--- src/hw/rtl/tscr_pkg.sv ---
`timescale 1ns / 1ps

package tscr_pkg;

    // Field widths
    localparam int ROW_W      = 6;
    localparam int COL_W      = 8;
    localparam int RU_W       = 7;   // rows in use, 1..63
    localparam int CU_W       = 9;   // columns in use, 1..255
    localparam int CELL_W     = 9;   // reverse bit over character byte
    localparam int MEM_AW_MAX = 14;  // 64 x 256 cells at most

    // Defaults
    localparam int DEF_MAX_ROWS = 32;
    localparam int DEF_MAX_COLS = 128;
    localparam int RST_ROWS     = 25;
    localparam int RST_COLS     = 40;

    // Configuration port
    localparam int CFG_IDX_W  = 2;
    localparam int CFG_DATA_W = 8;
    localparam logic [CFG_IDX_W-1:0] CFG_ROWS = 2'd0;
    localparam logic [CFG_IDX_W-1:0] CFG_COLS = 2'd1;

    // Characters
    localparam logic [7:0] CH_SPACE = 8'h20;
    localparam logic [7:0] CH_QUOTE = 8'h22;

    // Command codes
    localparam logic [3:0] ACT_PUT    = 4'd0;
    localparam logic [3:0] ACT_UP     = 4'd1;
    localparam logic [3:0] ACT_DOWN   = 4'd2;
    localparam logic [3:0] ACT_LEFT   = 4'd3;
    localparam logic [3:0] ACT_RIGHT  = 4'd4;
    localparam logic [3:0] ACT_HOME   = 4'd5;
    localparam logic [3:0] ACT_MOVETO = 4'd6;
    localparam logic [3:0] ACT_CLEAR  = 4'd7;
    localparam logic [3:0] ACT_ENTER  = 4'd8;
    localparam logic [3:0] ACT_SCROLL = 4'd9;
    localparam logic [3:0] ACT_TAB    = 4'd10;
    localparam logic [3:0] ACT_DELETE = 4'd11;
    localparam logic [3:0] ACT_READ   = 4'd12;
    localparam logic [3:0] ACT_WRITE  = 4'd13;
    localparam logic [3:0] ACT_QUOTES = 4'd14;

    typedef enum logic [3:0] {
        ST_INIT,
        ST_IDLE,
        ST_EXEC,
        ST_READ,
        ST_CLEAR,
        ST_SCROLL,
        ST_BLANK,
        ST_TAB,
        ST_QUOTE,
        ST_FIN
    } state_t;

    typedef struct packed {
        logic [3:0] action;
        logic [7:0] char_code;
        logic       reverse_video;
        logic       force_req;
        logic [4:0] target_row;
        logic [6:0] target_col;
    } cmd_t;

    typedef struct packed {
        logic             accepted;
        logic [ROW_W-1:0] cursor_row;
        logic [COL_W-1:0] cursor_col;
        logic [7:0]       cell_char;
        logic             cell_reverse;
        logic             quote_open;
    } res_t;

    typedef struct packed {
        logic                  en;
        logic [MEM_AW_MAX-1:0] addr;
        logic [CELL_W-1:0]     data;
    } mem_wr_t;

    typedef struct packed {
        logic                  en;
        logic [MEM_AW_MAX-1:0] addr;
    } mem_rd_t;

    // Column modulo the tab step (10), via reciprocal 205/2048, exact below 1029
    function automatic logic [3:0] col_mod_tab(input logic [COL_W-1:0] x);
        logic [15:0] p;
        logic [4:0]  q;
        logic [7:0]  r;
        p = {8'd0, x} * 16'd205;
        q = p[15:11];
        r = x - ({3'd0, q} * 8'd10);
        return r[3:0];
    endfunction

    // Row count as used: 1..max_rows
    function automatic logic [RU_W-1:0] clamp_rows(input logic [ROW_W-1:0] v,
                                                   input int max_rows);
        logic [RU_W-1:0] res;
        if (v == '0)
            res = RU_W'(1);
        else if (int'(v) > max_rows)
            res = RU_W'(max_rows);
        else
            res = {1'b0, v};
        return res;
    endfunction

    // Column count as used: 1..max_cols
    function automatic logic [CU_W-1:0] clamp_cols(input logic [COL_W-1:0] v,
                                                   input int max_cols);
        logic [CU_W-1:0] res;
        if (v == '0)
            res = CU_W'(1);
        else if (int'(v) > max_cols)
            res = CU_W'(max_cols);
        else
            res = {1'b0, v};
        return res;
    endfunction

endpackage

--- src/hw/rtl/tscr_ctrl.sv ---
`timescale 1ns / 1ps

module tscr_ctrl
    import tscr_pkg::*;
#(
    parameter int MAX_ROWS = DEF_MAX_ROWS,
    parameter int MAX_COLS = DEF_MAX_COLS
)
(
    input  logic              clk,
    input  logic              rst_n,
    input  logic              cfg_clr,
    input  logic [RU_W-1:0]   rows_used,
    input  logic [CU_W-1:0]   cols_used,
    input  logic              start,
    input  cmd_t              cmd,
    input  logic              slot_free,
    output logic              idle,
    output logic              fin,
    output res_t              res,
    output mem_wr_t           mem_wr,
    output mem_rd_t           mem_rd,
    input  logic [CELL_W-1:0] rdata
);

    localparam logic [ROW_W-1:0] ROW_LIM     = ROW_W'((MAX_ROWS > 63) ? 63 : MAX_ROWS);
    localparam logic [COL_W-1:0] COL_LIM     = COL_W'((MAX_COLS > 255) ? 255 : MAX_COLS);
    localparam logic [ROW_W-1:0] ROW_MAX_IDX = ROW_W'(MAX_ROWS - 1);
    localparam logic [COL_W-1:0] COL_MAX_IDX = COL_W'(MAX_COLS - 1);

    state_t                state_reg, state_next;
    logic [ROW_W-1:0]      cur_row_reg, cur_row_next;
    logic [COL_W-1:0]      cur_col_reg, cur_col_next;
    logic [ROW_W-1:0]      wr_reg, wr_next;
    logic [COL_W-1:0]      wc_reg, wc_next;
    logic                  rd_done_reg, rd_done_next;
    logic                  pend_reg, pend_next;
    logic                  par_reg, par_next;
    logic                  cfg_clr_reg, cfg_clr_next;
    logic [MEM_AW_MAX-1:0] pw_addr_reg, pw_addr_next;
    cmd_t                  cmd_reg;

    function automatic logic [MEM_AW_MAX-1:0] cell_addr(input logic [ROW_W-1:0] r,
                                                        input logic [COL_W-1:0] c);
        return MEM_AW_MAX'(int'(r) * MAX_COLS + int'(c));
    endfunction

    // Shared conditions
    logic             cur_on, tgt_on, del_on, row_in;
    logic             row_ok_dn, col_ok_rt;
    logic [ROW_W-1:0] row_dn_f;
    logic             enter_scroll, one_row;
    logic [CU_W-1:0]  qlim;
    logic             quote_go, q_last;
    logic             walk_row_end, walk_col_end, walk_last, copy_row_end;
    logic             tab_stop;
    state_t           scroll_entry;

    assign row_in    = {1'b0, cur_row_reg} < rows_used;
    assign cur_on    = row_in && ({1'b0, cur_col_reg} < cols_used);
    assign tgt_on    = ({2'b0, cmd_reg.target_row} < rows_used)
                       && ({2'b0, cmd_reg.target_col} < cols_used);
    assign del_on    = row_in && ({1'b0, cur_col_reg - 8'd1} < cols_used);
    assign row_ok_dn = ({1'b0, cur_row_reg} + 7'd1) < rows_used;
    assign col_ok_rt = ({1'b0, cur_col_reg} + 9'd1) < cols_used;

    assign row_dn_f     = (cur_row_reg < ROW_LIM) ? cur_row_reg + 6'd1 : cur_row_reg;
    assign enter_scroll = {1'b0, row_dn_f} >= rows_used;
    assign one_row      = rows_used == 7'd1;
    assign scroll_entry = one_row ? ST_BLANK : ST_SCROLL;

    assign qlim     = ({1'b0, cur_col_reg} < cols_used) ? {1'b0, cur_col_reg} : cols_used;
    assign quote_go = row_in && (qlim != '0);
    assign q_last   = ({1'b0, wc_reg} + 9'd1) == qlim;

    // Sweep bounds: whole store after reset, visible screen otherwise
    assign walk_row_end = (state_reg == ST_INIT) ? (wr_reg == ROW_MAX_IDX)
                                                 : (({1'b0, wr_reg} + 7'd1) == rows_used);
    assign walk_col_end = (state_reg == ST_INIT) ? (wc_reg == COL_MAX_IDX)
                                                 : (({1'b0, wc_reg} + 9'd1) == cols_used);
    assign walk_last    = walk_row_end && walk_col_end;
    assign copy_row_end = ({1'b0, wr_reg} + 7'd2) == rows_used;

    // Tab stops off screen, at the last cell, or on a column whose index is a multiple of 10
    assign tab_stop = !cur_on
                      || (col_ok_rt ? (col_mod_tab(cur_col_reg) == 4'd0) : !row_ok_dn);

    assign idle = state_reg == ST_IDLE;

    // Next state
    always_comb
    begin
        state_next = state_reg;
        case (state_reg)
            ST_INIT:
                if (walk_last)
                    state_next = ST_IDLE;
            ST_IDLE:
                if (cfg_clr)
                    state_next = ST_CLEAR;
                else if (start)
                    state_next = ST_EXEC;
            ST_EXEC:
                if (slot_free)
                begin
                    case (cmd_reg.action)
                        ACT_CLEAR:  state_next = ST_CLEAR;
                        ACT_ENTER:  state_next = enter_scroll ? scroll_entry : ST_IDLE;
                        ACT_SCROLL: state_next = scroll_entry;
                        ACT_TAB:    state_next = ST_TAB;
                        ACT_READ:   state_next = tgt_on ? ST_READ : ST_IDLE;
                        ACT_QUOTES: state_next = quote_go ? ST_QUOTE : ST_IDLE;
                        default:    state_next = ST_IDLE;
                    endcase
                end
            ST_READ:
                if (slot_free)
                    state_next = ST_IDLE;
            ST_CLEAR:
                if (walk_last)
                    state_next = cfg_clr_reg ? ST_IDLE : ST_FIN;
            ST_SCROLL:
                if (rd_done_reg)
                    state_next = ST_BLANK;
            ST_BLANK:
                if (walk_col_end)
                    state_next = ST_FIN;
            ST_TAB:
                if (tab_stop)
                    state_next = ST_FIN;
            ST_QUOTE:
                if (rd_done_reg)
                    state_next = ST_FIN;
            ST_FIN:
                if (slot_free)
                    state_next = ST_IDLE;
            default:
                state_next = ST_IDLE;
        endcase
    end

    // Datapath, memory requests and result
    always_comb
    begin
        cur_row_next = cur_row_reg;
        cur_col_next = cur_col_reg;
        wr_next      = wr_reg;
        wc_next      = wc_reg;
        rd_done_next = rd_done_reg;
        pend_next    = pend_reg;
        par_next     = par_reg;
        cfg_clr_next = cfg_clr_reg;
        pw_addr_next = pw_addr_reg;
        mem_wr       = '0;
        mem_rd       = '0;
        fin          = 1'b0;
        res          = '0;

        case (state_reg)
            ST_INIT, ST_CLEAR:
            begin
                mem_wr.en   = 1'b1;
                mem_wr.addr = cell_addr(wr_reg, wc_reg);
                mem_wr.data = {1'b0, CH_SPACE};
                if (walk_col_end)
                begin
                    wc_next = '0;
                    wr_next = wr_reg + 6'd1;
                end
                else
                    wc_next = wc_reg + 8'd1;
            end

            ST_IDLE:
            begin
                cfg_clr_next = cfg_clr;
                if (cfg_clr)
                begin
                    cur_row_next = '0;
                    cur_col_next = '0;
                    wr_next      = '0;
                    wc_next      = '0;
                end
            end

            ST_EXEC:
            if (slot_free)
            begin
                par_next     = 1'b0;
                wr_next      = '0;
                wc_next      = '0;
                rd_done_next = 1'b0;
                pend_next    = 1'b0;
                case (cmd_reg.action)
                    ACT_PUT:
                    begin
                        fin = 1'b1;
                        if (cur_on)
                        begin
                            mem_wr.en    = 1'b1;
                            mem_wr.addr  = cell_addr(cur_row_reg, cur_col_reg);
                            mem_wr.data  = {cmd_reg.reverse_video, cmd_reg.char_code};
                            res.accepted = 1'b1;
                        end
                    end
                    ACT_UP:
                    begin
                        fin = 1'b1;
                        if (cur_row_reg != '0)
                            cur_row_next = cur_row_reg - 6'd1;
                    end
                    ACT_DOWN:
                    begin
                        fin = 1'b1;
                        if (cmd_reg.force_req ? (cur_row_reg < ROW_LIM) : row_ok_dn)
                            cur_row_next = cur_row_reg + 6'd1;
                    end
                    ACT_LEFT:
                    begin
                        fin = 1'b1;
                        if (cur_col_reg != '0)
                            cur_col_next = cur_col_reg - 8'd1;
                        else if (cur_row_reg != '0)
                        begin
                            cur_col_next = COL_W'(cols_used - 9'd1);
                            cur_row_next = cur_row_reg - 6'd1;
                        end
                    end
                    ACT_RIGHT:
                    begin
                        fin = 1'b1;
                        if (cmd_reg.force_req)
                        begin
                            if (cur_col_reg < COL_LIM)
                                cur_col_next = cur_col_reg + 8'd1;
                        end
                        else if (col_ok_rt)
                            cur_col_next = cur_col_reg + 8'd1;
                        else if (row_ok_dn)
                        begin
                            cur_col_next = '0;
                            cur_row_next = cur_row_reg + 6'd1;
                        end
                    end
                    ACT_HOME:
                    begin
                        fin          = 1'b1;
                        cur_row_next = '0;
                        cur_col_next = '0;
                    end
                    ACT_MOVETO:
                    begin
                        fin          = 1'b1;
                        cur_row_next = {1'b0, cmd_reg.target_row};
                        cur_col_next = {1'b0, cmd_reg.target_col};
                    end
                    ACT_CLEAR:
                    begin
                        cur_row_next = '0;
                        cur_col_next = '0;
                    end
                    ACT_ENTER:
                    begin
                        cur_row_next = row_dn_f;
                        cur_col_next = '0;
                        fin          = !enter_scroll;
                    end
                    ACT_DELETE:
                    begin
                        fin = 1'b1;
                        if (cur_col_reg != '0)
                        begin
                            cur_col_next = cur_col_reg - 8'd1;
                            if (del_on)
                            begin
                                mem_wr.en   = 1'b1;
                                mem_wr.addr = cell_addr(cur_row_reg, cur_col_reg - 8'd1);
                                mem_wr.data = {1'b0, CH_SPACE};
                            end
                        end
                    end
                    ACT_READ:
                    begin
                        if (tgt_on)
                        begin
                            mem_rd.en   = 1'b1;
                            mem_rd.addr = cell_addr({1'b0, cmd_reg.target_row},
                                                    {1'b0, cmd_reg.target_col});
                        end
                        else
                        begin
                            fin           = 1'b1;
                            res.cell_char = CH_SPACE;
                        end
                    end
                    ACT_WRITE:
                    begin
                        fin = 1'b1;
                        if (tgt_on)
                        begin
                            mem_wr.en   = 1'b1;
                            mem_wr.addr = cell_addr({1'b0, cmd_reg.target_row},
                                                    {1'b0, cmd_reg.target_col});
                            mem_wr.data = {cmd_reg.reverse_video, cmd_reg.char_code};
                        end
                    end
                    ACT_QUOTES:
                        fin = !quote_go;
                    ACT_SCROLL, ACT_TAB:
                        fin = 1'b0;
                    default:
                        fin = 1'b1;
                endcase
            end

            ST_READ:
            if (slot_free)
            begin
                fin              = 1'b1;
                res.cell_char    = rdata[7:0];
                res.cell_reverse = rdata[8];
            end

            // Copy row r+1 to row r; each cell is read, then written in the cycle after its read
            ST_SCROLL:
            begin
                if (pend_reg)
                begin
                    mem_wr.en   = 1'b1;
                    mem_wr.addr = pw_addr_reg;
                    mem_wr.data = rdata;
                end
                if (!rd_done_reg)
                begin
                    mem_rd.en    = 1'b1;
                    mem_rd.addr  = cell_addr(wr_reg + 6'd1, wc_reg);
                    pw_addr_next = cell_addr(wr_reg, wc_reg);
                    pend_next    = 1'b1;
                    if (copy_row_end && walk_col_end)
                        rd_done_next = 1'b1;
                    else if (walk_col_end)
                    begin
                        wc_next = '0;
                        wr_next = wr_reg + 6'd1;
                    end
                    else
                        wc_next = wc_reg + 8'd1;
                end
                else
                begin
                    pend_next = 1'b0;
                    wc_next   = '0;
                end
            end

            // Blank the bottom row, then step the cursor up
            ST_BLANK:
            begin
                mem_wr.en   = 1'b1;
                mem_wr.addr = cell_addr(ROW_W'(rows_used - 7'd1), wc_reg);
                mem_wr.data = {1'b0, CH_SPACE};
                if (walk_col_end)
                begin
                    if (cur_row_reg != '0)
                        cur_row_next = cur_row_reg - 6'd1;
                end
                else
                    wc_next = wc_reg + 8'd1;
            end

            // One tab cell per cycle
            ST_TAB:
            if (cur_on)
            begin
                mem_wr.en   = 1'b1;
                mem_wr.addr = cell_addr(cur_row_reg, cur_col_reg);
                mem_wr.data = {cmd_reg.reverse_video, CH_SPACE};
                if (col_ok_rt)
                    cur_col_next = cur_col_reg + 8'd1;
                else if (row_ok_dn)
                begin
                    cur_col_next = '0;
                    cur_row_next = cur_row_reg + 6'd1;
                end
            end

            // Quote parity over the cells left of the cursor
            ST_QUOTE:
            begin
                if (pend_reg)
                    par_next = par_reg ^ (rdata[7:0] == CH_QUOTE);
                if (!rd_done_reg)
                begin
                    mem_rd.en   = 1'b1;
                    mem_rd.addr = cell_addr(cur_row_reg, wc_reg);
                    pend_next   = 1'b1;
                    if (q_last)
                        rd_done_next = 1'b1;
                    else
                        wc_next = wc_reg + 8'd1;
                end
                else
                    pend_next = 1'b0;
            end

            ST_FIN:
            if (slot_free)
            begin
                fin            = 1'b1;
                res.quote_open = par_reg;
            end

            default:
                fin = 1'b0;
        endcase

        res.cursor_row = cur_row_next;
        res.cursor_col = cur_col_next;
    end

    // Control state
    always_ff @(posedge clk or negedge rst_n)
    begin
        if (!rst_n)
        begin
            state_reg   <= ST_INIT;
            cur_row_reg <= '0;
            cur_col_reg <= '0;
            wr_reg      <= '0;
            wc_reg      <= '0;
            rd_done_reg <= 1'b0;
            pend_reg    <= 1'b0;
            par_reg     <= 1'b0;
            cfg_clr_reg <= 1'b0;
        end
        else
        begin
            state_reg   <= state_next;
            cur_row_reg <= cur_row_next;
            cur_col_reg <= cur_col_next;
            wr_reg      <= wr_next;
            wc_reg      <= wc_next;
            rd_done_reg <= rd_done_next;
            pend_reg    <= pend_next;
            par_reg     <= par_next;
            cfg_clr_reg <= cfg_clr_next;
        end
    end

    // Command and pending write address
    always_ff @(posedge clk)
    begin
        pw_addr_reg <= pw_addr_next;
        if (start && idle)
            cmd_reg <= cmd;
    end

    // Checks
    a_fin_slot: assert property (@(posedge clk) disable iff (!rst_n)
        fin |-> slot_free)
        else $error("result issued while output register is occupied");

    a_idle_quiet: assert property (@(posedge clk) disable iff (!rst_n)
        (state_reg == ST_IDLE) |-> (!mem_wr.en && !mem_rd.en && !fin))
        else $error("memory or result activity while idle");

    a_pend_read: assert property (@(posedge clk) disable iff (!rst_n)
        ((state_reg == ST_SCROLL || state_reg == ST_QUOTE) && pend_reg)
        |-> $past(mem_rd.en))
        else $error("pending data without a read in the previous cycle");

    a_done_pend: assert property (@(posedge clk) disable iff (!rst_n)
        ((state_reg == ST_SCROLL || state_reg == ST_QUOTE) && rd_done_reg) |-> pend_reg)
        else $error("walk finished with no data in flight");

    a_init_hold: assert property (@(posedge clk) disable iff (!rst_n)
        (state_reg == ST_INIT) |-> (!fin && !idle))
        else $error("activity during reset clearing pass");

endmodule

--- config.mk ---
export PLATFORM = sky130hd
export DESIGN_NAME = tscr_ctrl
export DESIGN_NICKNAME = d
export VERILOG_FILES = /design/src/hw/rtl/tscr_pkg.sv /design/src/hw/rtl/tscr_ctrl.sv
export SDC_FILE = /design/constraint.sdc
export NUM_CORES = 1
export LEC_CHECK = 0
export ABC_CLOCK_PERIOD_IN_PS = 8800
export BUFFER_PORTS_ARGS = -buffer_cell sky130_fd_sc_hd__buf_2
export CORE_UTILIZATION = 30
export CTS_CLUSTER_SIZE = 12
export DETAILED_ROUTE_END_ITERATION = 12
export HOLD_SLACK_MARGIN = 0.06
export PLACE_DENSITY = 0.58
export SLEW_MARGIN = 15
export SYNTH_ARGS = -nofsm -noshare
export SYNTH_HDL_FRONTEND = slang
export SYNTH_SLANG_ARGS = --single-unit
--- constraint.sdc ---
create_clock -name clk -period 8.8 [get_ports clk]
set_input_delay 0 -clock clk [delete_from_list [all_inputs] [get_ports clk]]
set_output_delay 0 -clock clk [all_outputs]
set_load 0.01 [all_outputs]
==> impl_metrics.csv, run 1 <==
group,metric,value,unit
hold_path,worstHoldPathType,"in -> reg",
synthesis,synth_seq_cells,76,
job,max-cap-violations,0,
synthesis,yosysSeqAreaShare,19.9,%
clock_network,htreeDepth,3,
grt,grt_remaining_overflow,0,
clock_network,cts_root_buf,"clkbuf_16",
synthesis,synth_nets,1527,
setup_path,regToRegSetupSlack,1.84,ns
floorplan,die_h,190,um
synthesis,synth_top_area_cell,"ha_1",
layout,largest_reg_flops,26,
drt,drtPass1Iterations,6,
drt,drtIter0Drc,1143,
pwr,switching_share,52.9,%
timing,clock_skew,0.0150,ns
placed_design,finalWeightedCongestion,0.952,
timing,slew_viol_final,0,
synthesis,synth_edf_count,40,
layout,area_growth,14.9,%
timing,hold_viol_final,0,
timing,finalCritPeriodShare,79.1,%
hold_path,hold_start,"slot_free",
synthesis,synth.distinct_cells,88,
timing,slew_headroom,24.2,%
layout,multi_input_area,0.00779,mm2
layout,fill_cells,3697,
grt,grt_max_degree,37,
placed_design,portBuffers,121,
setup_path,crit_cells,24,
synthesis,yosysTopAreaCellShare,14.0,%
pwr,pwr-share-comb,64.8,%
setup_path,crit_buf_inv,4,
drt,ant_nets,0,
run_status,status,"finished, final reports clean",
pwr,peakVddDrop,0.139,mV
setup_path,r2r_start,"cur_col_reg[2]",
setup_path,crit_type,"reg -> reg",
placed_design,dp_hpwl,31400,um
layout,regArea,0.00210,mm2
pwr,p_sw,0.00162,W
synthesis,syn_avg_cell_area,7.86,um2
setup_path,worstPathArrival,7.19,ns
timing,tns,0,ns
clock_network,insertion_delay,0.37,ns
synthesis,synth_common_cells,"124 x nand2_1, 118 x ha_1, 106 x nor2_1",
hold_path,holdPathStages,4,
floorplan,start_util,30.5,%
floorplan,fp-row-count,68,
layout,nets,1623,
clock_network,cts_resized,0,
floorplan,die_w,190,um
setup_path,critPathTopFamily,"adder cells",
setup_path,r2r_cells,24,
clock_network,cts_inserted_buffers,9,
floorplan,num_io_pins,122,
floorplan,dieArea,0.0359,mm2
hold_path,hold_end,"par_reg",
timing,rsz0062_at_grt,"no",
grt,grt_pass1_vias,10600,
layout,drive_gt1_share,12.4,%
clock_network,clock_path_buffers,2,
synthesis,yosysWarnings,0,
grt,globalRouteTotalUtil,22.6,%
drt,wl_per_cell,21.7,um
floorplan,coreArea,0.0345,mm2
drt,vias,11300,
setup_path,reg2reg_to,"state_reg[1]",
pwr,internal_power,0.00144,W
synthesis,synth-main-ff-cell,"edfxtp_1",
setup_path,critical-path-max-stage-delay,0.83,ns
setup_path,required,9.03,ns
clock_network,post-cts-setup-buffers,0,
grt,grt_pass1_wl,62600,um
setup_path,startpoint_type,"flop",
pwr,p_leak,5.27,nW
timing,tightest_slew,1.12,ns
timing,fmax,0.144,GHz
synthesis,synth_area_leaders,"ha_1 14%, edfxtp_1 11%, dfrtp_1 8.5%",
pwr,p_seq_share,21.5,%
timing,setup_violations,0,
synthesis,netlist_instances,1342,
setup_path,slowest_stage,"dfrtp_1",
setup_path,critPathCaptureType,"flop",
drt,vias_per_cell,5.94,
layout,insertedDiodeCount,0,
synthesis,synthMostInstantiatedCell,"nand2_1",
pwr,clkPwrFrac,13.7,%
timing,fin_crit,6.96,ns
layout,post-route-util,35.1,%
pwr,pwr_density_cell,253,mW/mm2
drt,drc,0,
drt,drt_wl_total,41100,um
setup_path,path_cells,"inv_1 > ha_1 > xor2_1 > ha_1 > fa_1 > inv_1 > fa_1 > inv_1 > ha_1 > a2111oi_0 > nand2b_1 > o221a_2 > nor2_1 > ha_1 > inv_1 > fa_1 > xnor2_1 > xnor2_1 > xnor2_1 > nor3_1 > o2111ai_1 > a32oi_4 > mux2i_1 > o31ai_2",
clock_network,cts.clk_slew.worst_paths,0.08,ns
setup_path,cp_max_fo,18,
grt,antenna_found_initial,0,
synthesis,async_reset_ff_share,47.4,%
clock_network,clock_sinks,76,
clock_network,cts_tree,"done",
synthesis,syn_area,0.0105,mm2
clock_network,holdBufCountCts,30,
[worst min-delay path, delay by kind of cell]
kind                   cells  cell delay, ns
and+or+nand+nor            2            0.31
buffers and inverters      1            0.19
AOI/OAI and AO/OA          1            0.07
[stage by stage]
| step | total power [W] | setup slack [ns] | instance area, um2 | hold WS, ns | std cells |
|---|---|---|---|---|---|
| floorplan | 0.00198 | 2.71 | 10500 | -0.296 | 1342 |
| global placement | 0.00258 | 2.12 | 11500 | 0.177 | 1852 |
| detailed placement | 0.00259 | 1.92 | 11500 | 0.178 | 1852 |
| CTS | 0.00304 | 1.91 | 12100 | 0.221 | 1898 |
| global route | 0.00329 | 1.48 | 12100 | 0.288 | 1898 |
| finish | 0.00306 | 1.84 | 12100 | 0.252 | 1898 |
[power by group through the flow]
stage	registers, W	clock network, W	logic [W]
3_3_place_gp	0.000655	0	0.00193
4_1_cts	0.000650	0.000428	0.00196
2_1_floorplan	0.000538	0	0.00144
6_report	0.000658	0.000421	0.00198
5_1_grt	0.000670	0.000438	0.00218
3_5_place_dp	0.000657	0	0.00193
[kinds of logic (layout without fill, tap and decap cells)]
logic type               Yosys count  in the layout  share of synthesized area, %
flip-flops                        76             76                          19.9
adder cells (fa/ha/maj)          130            130                          16.2
multiplexers                       8              8                         0.795
buffers and inverters            165            266                          6.18
AO/OA/AOI/OAI                    402            402                          27.4
XOR/XNOR                          92             92                          7.64
AND/OR/NAND/NOR                  469            469                          21.9
[metal layers]
metal | share of wire (%) | track usage [%] | vias up
li1 | - | - | 5216
met1 | 43 | 29.9 | 5382
met2 | 46 | 37.0 | 599
met3 | 7.7 | 3.67 | 83
met4 | 3.1 | 7.82 | 0
met5 | 0 | 0 | -
[cells in the final DEF (no fill, tap or decap), types with 21 or more instances in the layout]
cell type	instances
ha_1	118
edfxtp_1	40
inv_1	82
dfrtp_1	36
dlygate4sd3_1	30
nor3_1	35
and3_1	21
o21ai_0	81
xnor2_1	59
buf_2	121
o211ai_1	27
nand3_1	61
nor2_1	106
xor2_1	33
nand2_1	124
a21oi_1	58
a22o_1	21
[how the worst max path moves through the flow]
stage | from | to | slack [ns]
after floorplan | cur_col_reg[2] | state_reg[2] | 2.71
after global placement | cur_col_reg[2] | state_reg[2] | 2.12
after detailed placement | cur_col_reg[2] | state_reg[1] | 1.92
after CTS | cur_col_reg[2] | state_reg[1] | 1.91
after global routing | cur_col_reg[2] | state_reg[1] | 1.48
final | cur_col_reg[2] | state_reg[1] | 1.84
[cell type report]
type	instances	area share, %
clock buffer	9	1.86
clock inverter	7	0.744
inverter	84	2.60
multi-input combinational	1101	64.3
sequential	76	17.3
tap	455	4.70
timing repair buffer	166	8.41
No activity file was read; power rests on OpenSTA's default activity.
==> inputs of run 2 (changes only) <==
--- a/config.mk
+++ b/config.mk
@@ -5,13 +5,14 @@
 export SDC_FILE = /design/constraint.sdc
 export NUM_CORES = 1
 export LEC_CHECK = 0
-export ABC_CLOCK_PERIOD_IN_PS = 8800
+export ABC_AREA = 1
+export ABC_CLOCK_PERIOD_IN_PS = 5730
 export BUFFER_PORTS_ARGS = -buffer_cell sky130_fd_sc_hd__buf_2
 export CORE_UTILIZATION = 30
 export CTS_CLUSTER_SIZE = 12
 export DETAILED_ROUTE_END_ITERATION = 12
 export HOLD_SLACK_MARGIN = 0.06
-export PLACE_DENSITY = 0.58
+export PLACE_DENSITY = 0.59
 export SLEW_MARGIN = 15
 export SYNTH_ARGS = -nofsm -noshare
 export SYNTH_HDL_FRONTEND = slang
==> constraint.sdc (replaced) <==
create_clock -name clk -period 5.73 [get_ports clk]
set_input_delay 0 -clock clk [delete_from_list [all_inputs] [get_ports clk]]
set_output_delay 0 -clock clk [all_outputs]
set_load 0.01 [all_outputs]
==> run 2 against run 1 <==
Sequential power grew 50%. Final cell count grew 13%. Largest power group unchanged. Design area shrank 0.93%. Routed wire length shrank 2.0%. Global-route usage grew 0.31 points. Clock power grew 38%. Critical path type unchanged. Worst hold slack lost 0.14 ns. Clock skew is essentially flat. Largest cell class unchanged. Die area shrank 2.4%. Core utilization grew 0.63 points.
==> impl_metrics.csv, run 2 <==
group,metric,value,unit
layout,nets,1876,
clock_network,cts_root_buf,"clkbuf_16",
clock_network,clock_sinks,76,
setup_path,critPathCaptureType,"flop",
placed_design,place_ws,0.437,ns
timing,fin_crit,5.35,ns
hold_path,worstHoldPathType,"in -> reg",
layout,drive_gt1_share,12.7,%
timing,tightest_slew,1.13,ns
setup_path,startpoint,"cur_col_reg[1]",
pwr,peakVddDrop,0.232,mV
grt,grt_pass1_vias,10900,
setup_path,slowest_stage,"dfrtp_1",
drt,wl_per_cell,18.8,um
grt,antenna_found_initial,1,
clock_network,clock_path_buffers,2,
setup_path,critical-path-max-stage-delay,0.54,ns
timing,rsz0062_at_grt,"no",
synthesis,yosysWarnings,0,
floorplan,start_util,30.6,%
setup_path,crit_buf_inv,7,
setup_path,startpoint_type,"flop",
layout,area_growth,16.7,%
setup_path,cp_max_fo,10,
clock_network,cts_resized,0,
setup_path,worstPathArrival,5.64,ns
synthesis,synth_seq_cells,76,
floorplan,die_w,187,um
drt,drtPass1Iterations,5,
synthesis,synth_nets,1735,
grt,grt_pass1_wl,61800,um
clock_network,cts.clk_slew.worst_paths,0.08,ns
placed_design,dp_hpwl,31800,um
timing,fmax,0.187,GHz
timing,slew_viol_final,0,
floorplan,dieArea,0.0350,mm2
floorplan,coreArea,0.0336,mm2
synthesis,synth_edf_count,40,
setup_path,crit_path_frequent_cell,"nand2_1",
synthesis,yosysSeqAreaShare,20.4,%
grt,globalRouteTotalUtil,22.9,%
job,max-cap-violations,0,
synthesis,synth-main-ff-cell,"edfxtp_1",
grt,grt_max_degree,37,
synthesis,synth_top_area_cell,"ha_1",
clock_network,cts_tree,"done",
synthesis,synthMostInstantiatedCell,"nand2_1",
clock_network,post-cts-setup-buffers,0,
layout,layout_common_cells,"382 x nand2_1, 184 x inv_1, 152 x nor2_1",
placed_design,portBuffers,121,
timing,tns,0,ns
layout,largest_reg_flops,26,
timing,clock_skew,0.0146,ns
setup_path,regToRegSetupSlack,0.38,ns
grt,grt_remaining_overflow,0,
floorplan,die_h,187,um
setup_path,crit_cells,29,
clock_network,cts_inserted_buffers,9,
drt,drtIter0Drc,1140,
clock_network,insertion_delay,0.37,ns
synthesis,async_reset_ff_share,47.4,%
clock_network,holdBufCountCts,31,
drt,vias_per_cell,5.35,
pwr,p_leak,5.86,nW
pwr,pwr_density_cell,444,mW/mm2
drt,ant_nets,0,
synthesis,netlist_instances,1550,
setup_path,critPathTopFamily,"adder cells",
synthesis,syn_avg_cell_area,6.64,um2
setup_path,reg2reg_to,"state_reg[0]",
setup_path,r2r_start,"cur_col_reg[1]",
timing,setup_violations,0,
timing,setup_ws,0.384,ns
drt,vias,11500,
setup_path,r2r_cells,29,
synthesis,synth_area_leaders,"ha_1 14%, nand2_1 14%, edfxtp_1 12%",
setup_path,crit_type,"reg -> reg",
clock_network,htreeDepth,3,
setup_path,endpoint,"state_reg[0]",
drt,drt_wl_total,40300,um
synthesis,synth_common_cells,"382 x nand2_1, 184 x inv_1, 153 x nor2_1",
timing,slew_headroom,24.6,%
layout,mostFrequentLayoutCell,"nand2_1",
floorplan,num_io_pins,122,
timing,finalCritPeriodShare,93.3,%
synthesis,yosysTopAreaCellShare,14.4,%
placed_design,finalWeightedCongestion,1.02,
floorplan,fp-row-count,67,
layout,insertedDiodeCount,0,
synthesis,synth.distinct_cells,57,
run_status,status,"finished, final reports clean",
drt,drc,0,
setup_path,required,6.02,ns
timing,hold_viol_final,0,
synthesis,syn_area,0.0103,mm2
[run 2: changes by cell type in the layout (fill, tap and decap cells not counted), sizes merged, moves of 18 or more]
cell and delta:
nand2 +267, inv +121, nand3 +76, nor2 +62, xnor2 -49, a21oi +42
and3 -22, a22o -21, xor2 +19, nor3 -18, o21a -18
[run 2: how the worst min path moves through the flow]
stage                  start           to  slack [ns]  depth (start not counted)
floorplan              rst_n  cfg_clr_reg       -0.30                          0
global placement      cmd[6]   cmd_reg[6]        0.18                          1
detailed placement   cmd[13]  cmd_reg[13]        0.18                          1
CTS                 rdata[0]      par_reg        0.09                          5
global route        rdata[0]      par_reg        0.15                          5
finish              rdata[7]      par_reg        0.11                          5
[run 2: where the power goes]
| group | leakage (nW) | internal [W] | total [W] | switching [W] |
|---|---|---|---|---|
| Clock | 0.129 | 0.000300 | 0.000579 | 0.000279 |
| Combinational | 4.87 | 0.00118 | 0.00376 | 0.00258 |
| Sequential | 0.856 | 0.000750 | 0.000986 | 0.000236 |
[run 2: area by class of cell]
class                   count  area, um2
clock buffers               9        225
clock inverters             7       57.6
fillers                  3650      21600
inverters                 211        792
multi-input cells        1225       7230
flip-flops and latches     76       2100
well taps                 448        561
repair buffers            168       1040
[run 2: cells by family (layout without fill, tap and decap cells)]
| family | after synthesis | after routing | synth area share (%) |
|---|---|---|---|
| AND/OR/NAND/NOR | 762 | 762 | 32.4 |
| adder cells (fa/ha/maj) | 129 | 129 | 16.5 |
| flip-flops | 76 | 76 | 20.4 |
| buffers and inverters | 249 | 395 | 9.36 |
| AO/OA/AOI/OAI | 272 | 272 | 16.1 |
| XOR/XNOR | 62 | 62 | 5.28 |
[run 2: worst reg2reg max path, delay by kind of cell, from the launching register on]
kind | cells | cell delay (ns)
AO/OA/AOI/OAI | 2 | 0.29
XOR/XNOR | 2 | 0.32
adder cells (fa/ha/maj) | 6 | 2.44
buffers and inverters | 7 | 0.55
flip-flops | 1 | 0.54
AND/OR/NAND/NOR | 12 | 1.11
[run 2: metrics by stage]
step	hold slack (ns)	std cells	cell area, um2	util (%)	total power (W)
final	0.113	2144	12000	35.7	0.00532
after floorplan	-0.296	1550	10300	-	0.00347
after global routing	0.152	2144	12000	35.7	0.00578
after detailed placement	0.178	2097	11400	33.9	0.00463
after global placement	0.177	2097	11400	33.9	0.00458
after CTS	0.0923	2144	12000	35.7	0.00526
[run 2: layer usage]
metal | up-vias | part of all wire, % | global-route usage [%]
li1 | 5498 | - | -
met1 | 5389 | 43 | 30.6
met2 | 508 | 46 | 36.5
met3 | 76 | 8.0 | 4.35
met4 | 0 | 3.0 | 8.26
met5 | - | 0 | 0
==> inputs of run 3 (changes only) <==
--- a/config.mk
+++ b/config.mk
@@ -7,12 +7,12 @@
 export LEC_CHECK = 0
 export ABC_AREA = 1
 export ABC_CLOCK_PERIOD_IN_PS = 5730
-export BUFFER_PORTS_ARGS = -buffer_cell sky130_fd_sc_hd__buf_2
 export CORE_UTILIZATION = 30
 export CTS_CLUSTER_SIZE = 12
 export DETAILED_ROUTE_END_ITERATION = 12
+export DONT_BUFFER_PORTS = 1
 export HOLD_SLACK_MARGIN = 0.06
-export PLACE_DENSITY = 0.59
+export PLACE_DENSITY = 0.56
 export SLEW_MARGIN = 15
 export SYNTH_ARGS = -nofsm -noshare
 export SYNTH_HDL_FRONTEND = slang
==> run 3 against run 2 <==
Register-to-register slack improved by 0.08 ns. Worst setup slack improved by 0.083 ns. Critical endpoint unchanged. Sequential power decreased by 2.9%. Die area unchanged. Worst hold slack got worse by 0.00056 ns. Combinational power about the same. Clock-buffer cell count increased by 1.
==> impl_metrics.csv, run 3 (synthesis gave the netlist of run 2 again) <==
group,metric,value,unit
run_status,status,"finished, final reports clean",
floorplan,coreArea,0.0336,mm2
clock_network,insertion_delay,0.37,ns
grt,globalRouteTotalUtil,23.3,%
layout,nets,1761,
placed_design,portBuffers,0,
floorplan,die_w,187,um
setup_path,critPathCaptureType,"flop",
drt,drt_wl_total,40900,um
setup_path,crit_buf_inv,7,
timing,slew_viol_final,0,
job,max-cap-violations,0,
floorplan,dieArea,0.0350,mm2
timing,fin_crit,5.26,ns
setup_path,required,6.02,ns
grt,grt_max_degree,37,
grt,antenna_found_initial,0,
drt,vias_per_cell,5.48,
drt,ant_nets,0,
timing,tightest_slew,1.11,ns
timing,fmax,0.190,GHz
layout,mostFrequentLayoutCell,"nand2_1",
setup_path,worstPathArrival,5.55,ns
timing,setup_violations,0,
timing,tns,0,ns
timing,hold_viol_final,0,
setup_path,critical-path-max-stage-delay,0.54,ns
setup_path,critPathTopFamily,"adder cells",
clock_network,cts_tree,"done",
floorplan,start_util,30.6,%
drt,drtIter0Drc,1080,
layout,multi_input_area,0.00723,mm2
setup_path,crit_path_frequent_cell,"nand2_1",
pwr,pwr_density_cell,464,mW/mm2
timing,rsz0062_at_grt,"no",
grt,grt_pass1_vias,10400,
timing,clock_skew,0.0148,ns
layout,finalNonFillerCells,2029,
layout,largest_reg_flops,26,
placed_design,finalWeightedCongestion,0.999,
layout,fill_cells,3616,
drt,dr_wl_met3,3740,um
floorplan,die_h,187,um
clock_network,clock_sinks,76,
clock_network,cts.clk_slew.worst_paths,0.07,ns
drt,wl_per_cell,20.2,um
layout,regArea,0.00210,mm2
timing,slew_headroom,25.7,%
layout,insertedDiodeCount,0,
floorplan,num_io_pins,122,
timing,finalCritPeriodShare,91.8,%
pwr,finalPower,0.00533,W
setup_path,startpoint_type,"flop",
layout,drive_gt1_share,6.45,%
drt,vias,11100,
pwr,p_leak,5.34,nW
clock_network,cts_inserted_buffers,9,
grt,grt_remaining_overflow,0,
drt,drc,0,
drt,drtPass1Iterations,7,
hold_path,worstHoldPathType,"in -> reg",
clock_network,clock_path_buffers,2,
drt,wirelength_met1,17600,um
clock_network,cts_root_buf,"clkbuf_16",
setup_path,slowest_stage,"fa_1",
placed_design,dp_hpwl,32400,um
setup_path,cp_max_fo,10,
placed_design,dp_cells,1981,
drt,top_layer,"met4",
grt,grt_pass1_wl,62700,um
pwr,peakVddDrop,0.239,mV
clock_network,htreeDepth,3,
layout,area_growth,11.7,%
drt,wl_met2,18200,um
floorplan,fp-row-count,67,
layout,layout_common_cells,"382 x nand2_1, 184 x inv_1, 152 x nor2_1",
setup_path,crit_type,"reg -> reg",
run 3: changes by cell type in the layout (fill, tap and decap cells not counted), sizes merged:
| cell | change |
|---|---|
| bufinv | +1 |
| buf | -115 |
| inv | -2 |
| clkbuf | +1 |
| clkinvlp | -2 |
| clkinv | +2 |
run 3: per-layer routing:
metal	vias up	global-route usage (%)
met5	-	0
met4	0	8.32
met3	81	5.03
met2	532	36.2
met1	5224	31.7
li1	5272	-
run 3: power breakdown:
group	internal, W	switching, W
Combinational	0.00113	0.00262
Clock	0.000353	0.000268
Sequential	0.000752	0.000205
run 3: cell type report:
type	count	share of cell area (%)
inverters	211	6.89
multi-input cells	1225	62.9
clock buffers	10	2.08
clock inverters	6	0.599
well taps	448	4.88
repair buffers	53	4.31
flip-flops and latches	76	18.3
run 3: stage by stage:
| step | hold WS [ns] | util [%] | setup WS [ns] | instance area, um2 |
|---|---|---|---|---|
| floorplan | -0.296 | - | 0.647 | 10300 |
| global placement | -0.293 | 32.3 | 0.548 | 10800 |
| detailed placement | -0.293 | 32.3 | 0.427 | 10800 |
| CTS | 0.0947 | 34.2 | 0.415 | 11500 |
| global route | 0.122 | 34.2 | 0.0305 | 11500 |
| finish | 0.112 | 34.2 | 0.468 | 11500 |
run 3: worst paths after layout:
path / end / slack [ns] / depth (start not counted) / startpoint
worst max register to register: state_reg[0] / 0.47 / 29 / cur_col_reg[1]
max in group asynchronous: wr_reg[1] / 5.33 / 2 / rst_n
worst min-delay path: pend_reg / 0.11 / 3 / slot_free
min in group asynchronous: cur_row_reg[5] / 0.16 / 2 / rst_n
worst min register to register: par_reg / 0.53 / 2 / par_reg
worst max-delay path: state_reg[0] / 0.47 / 29 / cur_col_reg[1]
run 3: worst register-to-register path, delay by kind of cell, from the launching register on:
family	cells	cell delay, ns
AOI/OAI and AO/OA	2	0.28
xor gates and xnor gates	2	0.32
adders and majority gates	6	2.47
buffers and inverters	7	0.50
DFF	1	0.46
and+or+nand+nor	12	1.14
run 3: repair_timing:
item,in CTS,in global routing
endpoints found under the setup margin,0,4
endpoints found under the hold margin,66,0
buffers inserted,0,0
gates resized for setup,0,2
hold buffers,32,0
